`src/sv/chht_pkg.sv`:
```
// Shared types and constants for the callsign hash table.
// No dependencies; imported by every module of the block.
`timescale 1ns / 1ps
`default_nettype none

package chht_pkg;

    localparam int HEAD_W   = 64;
    localparam int TAIL_W   = 24;
    localparam int HASH_W   = 22;
    localparam int STATUS_W = 3;
    localparam int COUNT_W  = 9;
    localparam int HOME_W   = 10;
    localparam int HOME_MULT = 23;
    // 10-bit home key times 23 stays below 2**15
    localparam int PROD_W   = 15;

    localparam int DEFAULT_TABLE_ENTRIES = 256;

    typedef enum logic [1:0] {
        OP_ADD    = 2'd0,
        OP_LOOKUP = 2'd1,
        OP_CLEAR  = 2'd2
    } op_t;

    typedef enum logic [1:0] {
        KIND_10 = 2'd0,
        KIND_12 = 2'd1,
        KIND_22 = 2'd2
    } kind_t;

    typedef enum logic [STATUS_W-1:0] {
        ST_CLEARED   = 3'd0,
        ST_INSERTED  = 3'd1,
        ST_DUPLICATE = 3'd2,
        ST_FOUND     = 3'd3,
        ST_NOT_FOUND = 3'd4,
        ST_FULL      = 3'd5
    } status_t;

    typedef struct packed {
        logic [HEAD_W-1:0] head;
        logic [TAIL_W-1:0] tail;
        logic [HASH_W-1:0] hash;
    } entry_t;

endpackage

`default_nettype wire

```
`src/sv/chht_home.sv`:
```
// Home slot unit: key * 23 modulo the table size on one shared multiplier,
// using a reciprocal quotient estimate and one correcting subtract. Uses chht_pkg.
`timescale 1ns / 1ps
`default_nettype none

module chht_home #(
    parameter int TABLE_ENTRIES = chht_pkg::DEFAULT_TABLE_ENTRIES
) (
    input  wire logic                               clk,
    input  wire logic                               rst_n,
    input  wire logic                               start,
    input  wire logic [chht_pkg::HOME_W-1:0]        key,
    output logic                                    done,
    output logic [$clog2(TABLE_ENTRIES)-1:0]        slot
);
    import chht_pkg::*;

    localparam int IDX_W = $clog2(TABLE_ENTRIES);
    localparam int MUL_W = 2 * PROD_W;
    // floor(2**PROD_W / TABLE_ENTRIES): quotient estimate is exact or one low
    localparam int RECIP = (1 << PROD_W) / TABLE_ENTRIES;

    typedef enum logic [3:0] {
        PH_IDLE  = 4'b0001,
        PH_RECIP = 4'b0010,
        PH_BACK  = 4'b0100,
        PH_FIX   = 4'b1000
    } phase_t;

    phase_t            phase_reg, phase_next;
    logic              done_reg, done_next;
    logic [PROD_W-1:0] acc_reg, acc_next;
    logic [PROD_W-1:0] quot_reg, quot_next;
    logic [PROD_W-1:0] mul_a;
    logic [PROD_W-1:0] mul_b;
    logic [MUL_W-1:0]  mul_p;

    // shared multiplier: key * 23, then product * reciprocal, then quotient * size
    always_comb
    begin
        mul_a = PROD_W'(key);
        mul_b = PROD_W'(HOME_MULT);
        case (phase_reg)
            PH_RECIP:
            begin
                mul_a = acc_reg;
                mul_b = PROD_W'(RECIP);
            end
            PH_BACK:
            begin
                mul_a = quot_reg;
                mul_b = PROD_W'(TABLE_ENTRIES);
            end
            default:
            begin
                mul_a = PROD_W'(key);
                mul_b = PROD_W'(HOME_MULT);
            end
        endcase
        mul_p = MUL_W'(mul_a) * MUL_W'(mul_b);
    end

    always_comb
    begin
        phase_next = phase_reg;
        done_next  = 1'b0;
        acc_next   = acc_reg;
        quot_next  = quot_reg;
        case (phase_reg)
            PH_IDLE:
            begin
                if (start)
                begin
                    acc_next   = mul_p[PROD_W-1:0];
                    phase_next = PH_RECIP;
                end
            end
            PH_RECIP:
            begin
                quot_next  = mul_p[MUL_W-1 -: PROD_W];
                phase_next = PH_BACK;
            end
            PH_BACK:
            begin
                acc_next   = acc_reg - mul_p[PROD_W-1:0];
                phase_next = PH_FIX;
            end
            PH_FIX:
            begin
                if (acc_reg >= PROD_W'(TABLE_ENTRIES))
                begin
                    acc_next = acc_reg - PROD_W'(TABLE_ENTRIES);
                end
                done_next  = 1'b1;
                phase_next = PH_IDLE;
            end
            default:
            begin
                phase_next = PH_IDLE;
            end
        endcase
    end

    always_ff @(posedge clk or negedge rst_n)
    begin
        if (!rst_n)
        begin
            phase_reg <= PH_IDLE;
            done_reg  <= 1'b0;
        end
        else
        begin
            phase_reg <= phase_next;
            done_reg  <= done_next;
        end
    end

    always_ff @(posedge clk)
    begin
        acc_reg  <= acc_next;
        quot_reg <= quot_next;
    end

    assign done = done_reg;
    assign slot = acc_reg[IDX_W-1:0];

endmodule

`default_nettype wire

```
`config.mk`:
```
export PLATFORM = sky130hd
export DESIGN_NAME = chht_home
export DESIGN_NICKNAME = d
export VERILOG_FILES = /design/src/sv/chht_pkg.sv /design/src/sv/chht_home.sv
export SDC_FILE = /design/constraint.sdc
export NUM_CORES = 1
export LEC_CHECK = 0
export ABC_CLOCK_PERIOD_IN_PS = 5000
export BUFFER_PORTS_ARGS = -buffer_cell sky130_fd_sc_hd__buf_2
export CAP_MARGIN = 30
export CORE_AREA = 2 2 75 77
export DETAILED_ROUTE_END_ITERATION = 6
export DIE_AREA = 0 0 77 79
export PLACE_DENSITY = 0.53
export SYNTH_ARGS = -nofsm -noshare
export SYNTH_HDL_FRONTEND = slang
export SYNTH_SLANG_ARGS = --single-unit
```
`constraint.sdc`:
```
create_clock -name clk -period 5 [get_ports clk]
set_input_delay 0.75 -clock clk [delete_from_list [all_inputs] [get_ports clk]]
set_output_delay 0.75 -clock clk [all_outputs]
set_load 0.1 [all_outputs]
```
==> metrics.yaml <==
synth.yosys.seq_area_share: 0.238
finalNetCount: 221
cts_buffers: 3
gpl.final_weighted_congestion: 0.739
cp_launch_type: "register"
globalRouteOverflowTotal: 0
critical_path.slowest_cell: "fa_1"
syn2layout_area_growth_pct: 11.5
detail_route.wl_per_cell_um: 10.2
dr.first_iter.drc_count: 19
timing.rr.start: "phase_reg[3]$_DFFE_PN0P_"
dp.cells: 239
synthesis.area_per_instance_um2: 9.56
netlist_top_cells_area: "ha_1, edfxtp_1, fa_1, inv_1, dfrtp_1"
clock_skew_ns: 0.00231
slew_headroom: 0.676
number_of_global_route_vias_before_repair: 1069
worstHoldPathType: "primary input to asynchronous set/reset pin"
post-dp-hpwl_um: 2110
setup.worst_path.end_class: "register"
placement_rows: 27
worst_skew_pair.late_latency_ns: 0.25
worst_ep_required_time_ns: 5.00
syn_nets: 210
async_reset_ff_frac: 0.385
crit_path_start: "phase_reg[3]$_DFFE_PN0P_"
synth-warning-count: 0
largest_register_ff_count: 8
worstMarginPinSlew_ns: 0.489
grt_antenna_before_repair: 0
finalWirelength_um: 2490
total_core_area_um2: 5340
clock_tree.buffer_depth: 2
crit_chain: "nand2b_1 > or3_4 > inv_2 > nor2_4 > nand2_1 > inv_1 > fa_1 > ha_1 > ha_1 > inv_1 > fa_1 > inv_1 > fa_1 > xnor2_1 > ha_1 > a21oi_1 > o21ai_0 > xnor2_1 > o22ai_1"
clk_pin_slew_ns: 0.06
grt_start_max_net_pins: 9
die_w_um: 77
layout-drive-gt1-share: 0.205
worst_ep_arrival_time_ns: 4.65
worst_case_register_to_register_setup_slack_ns: 0.35
finalNonFillerCells: 243
grt_first_pass_wirelength_um: 4400
cell_area_synth_um2: 1540
fmax_mhz: 215
io_buffers: 19
report.final.setup_viol: 0
r2r_end: "acc_reg[7]$_DFFE_PP_"
synth_area_leader_cell: "ha_1"
finalHoldViolCount: 0
rsz_0062_raised_after_global_routing: "no"
post_drt_via_cell_ratio: 4.30
yosysTopAreaCellShare: 0.203
layout_min_cycle_time_ns: 4.65
timing_max_transition_violations_final: 0
worst_r2r_path_depth: 19
n_antenna_cell: 0
drt.antenna.violating_nets: 0
cp_max_fo: 7
htreeDepth: 1
start_util: 0.288
dominantRegCellSynth: "edfxtp_1"
synth_edf_count: 8
crit_type: "register to register"
drcViolationCount: 0
cts.sink_count: 13
netlist_instances: 161
vias: 1045
maxCapViolCount: 0
hold_buffers: 0
finalCritPeriodShare: 0.930
drt_pass1_iterations: 4
outcome: "finished clean"
die_area_um2: 6080
clock_tree_from_tritoncts: "done"
die_y_um: 79
setup-tns-final_ns: 0
synth_cell_types: 35
worst_path_largest_cell_delay_ns: 0.52
boundaryPins: 22
synth-seq-cells: 13
grt_use_total: 0.0893
cts_root_buffer: "clkbuf_8"
[cells in the mapped netlist, types with 2 or more instances]
master and instances:
xnor2_1 3, o22ai_1 6, buf_4 8, a21oi_1 4
nor3_1 2, nor2_1 5, edfxtp_1 8, o21ai_0 3
nand2_1 7, inv_1 34, fa_1 11, nand2b_1 6
dfrtp_1 4, ha_1 25, xor2_1 4, clkbuf_1 8
o21a_1 2, and2_1 4
[cells by family after synthesis]
logic type,synth area share
buffers and inverters,0.147
DFF,0.238
and+or+nand+nor,0.117
muxes,0.00650
adders and majority gates,0.346
xor gates and xnor gates,0.0398
AOI/OAI and AO/OA,0.105
[layer usage]
| metal | global-route usage | vias up | wire length [µm] |
|---|---|---|---|
| met2 | 0.163 | 13 | 1220 |
| li1 | - | 529 | - |
| met5 | 0 | - | 0 |
| met3 | 0.0205 | 2 | 79 |
| met1 | 0.104 | 501 | 1170 |
| met4 | 0.0268 | 0 | 15 |
[layout by cell type, fill, tap and decap left out, types with 2 or more instances in the layout]
cell,synthesis,layout
nor3_1,2,2
ha_1,25,25
nand2b_1,6,6
o21ai_0,3,3
nand2_1,7,7
buf_4,8,4
nor2_1,5,4
and2_1,4,4
xnor2_1,3,3
clkbuf_8,0,3
fa_1,11,11
o21a_1,2,2
dfrtp_1,4,3
inv_1,34,34
xor2_1,4,4
a21oi_1,4,4
buf_2,1,19
o22ai_1,6,6
edfxtp_1,8,8
[metrics by stage]
step | hold slack, ns | utilization | area, µm² | setup slack (ns)
global route | 0.301 | 0.321 | 1720 | 0.0442
CTS | 0.298 | 0.320 | 1710 | 0.0883
finish | 0.303 | 0.321 | 1720 | 0.350
floorplan | 0.454 | - | 1540 | 0.255
global placement | 0.540 | 0.311 | 1660 | 0.160
detailed placement | 0.549 | 0.311 | 1660 | 0.110
[cell type report]
cell class                 instances  area [µm²]
clock inverter                     1        5.00
tap                               72        90.1
timing repair buffer              23         125
inverter                          35         131
sequential                        13         368
fill                             582        3620
multi-input combinational         96         955
clock buffer                       3        41.3
[worst max-delay path, delay by kind of cell (launching register included)]
kind | cells | cell delay (ns)
AND/OR/NAND/NOR | 4 | 0.66
adder cells (fa/ha/maj) | 6 | 2.32
AO/OA/AOI/OAI | 3 | 0.35
XOR/XNOR | 2 | 0.37
flip-flops | 1 | 0.37
buffers and inverters | 4 | 0.33
[worst max-delay path by stage]
stage,to,slack [ns],cells after the start
finish,acc_reg[7]$_DFFE_PP_,0.35,19
global placement,acc_reg[7]$_DFFE_PP_,0.16,18
global route,acc_reg[7]$_DFFE_PP_,0.04,19
floorplan,acc_reg[7]$_DFFE_PP_,0.26,21
CTS,acc_reg[7]$_DFFE_PP_,0.09,18
detailed placement,acc_reg[7]$_DFFE_PP_,0.11,18
[what timing repair did]
| action | in CTS | in global routing |
|---|---|---|
| gates resized for setup | 0 | 4 |
| endpoints found under the setup margin | 0 | 3 |
| buffers inserted | 0 | 0 |
| endpoints found under the hold margin | 0 | 0 |
Power is left out: the tool's default activity adds up to more than one toggle a clock period on the data nets, which glitch-free logic cannot reach.
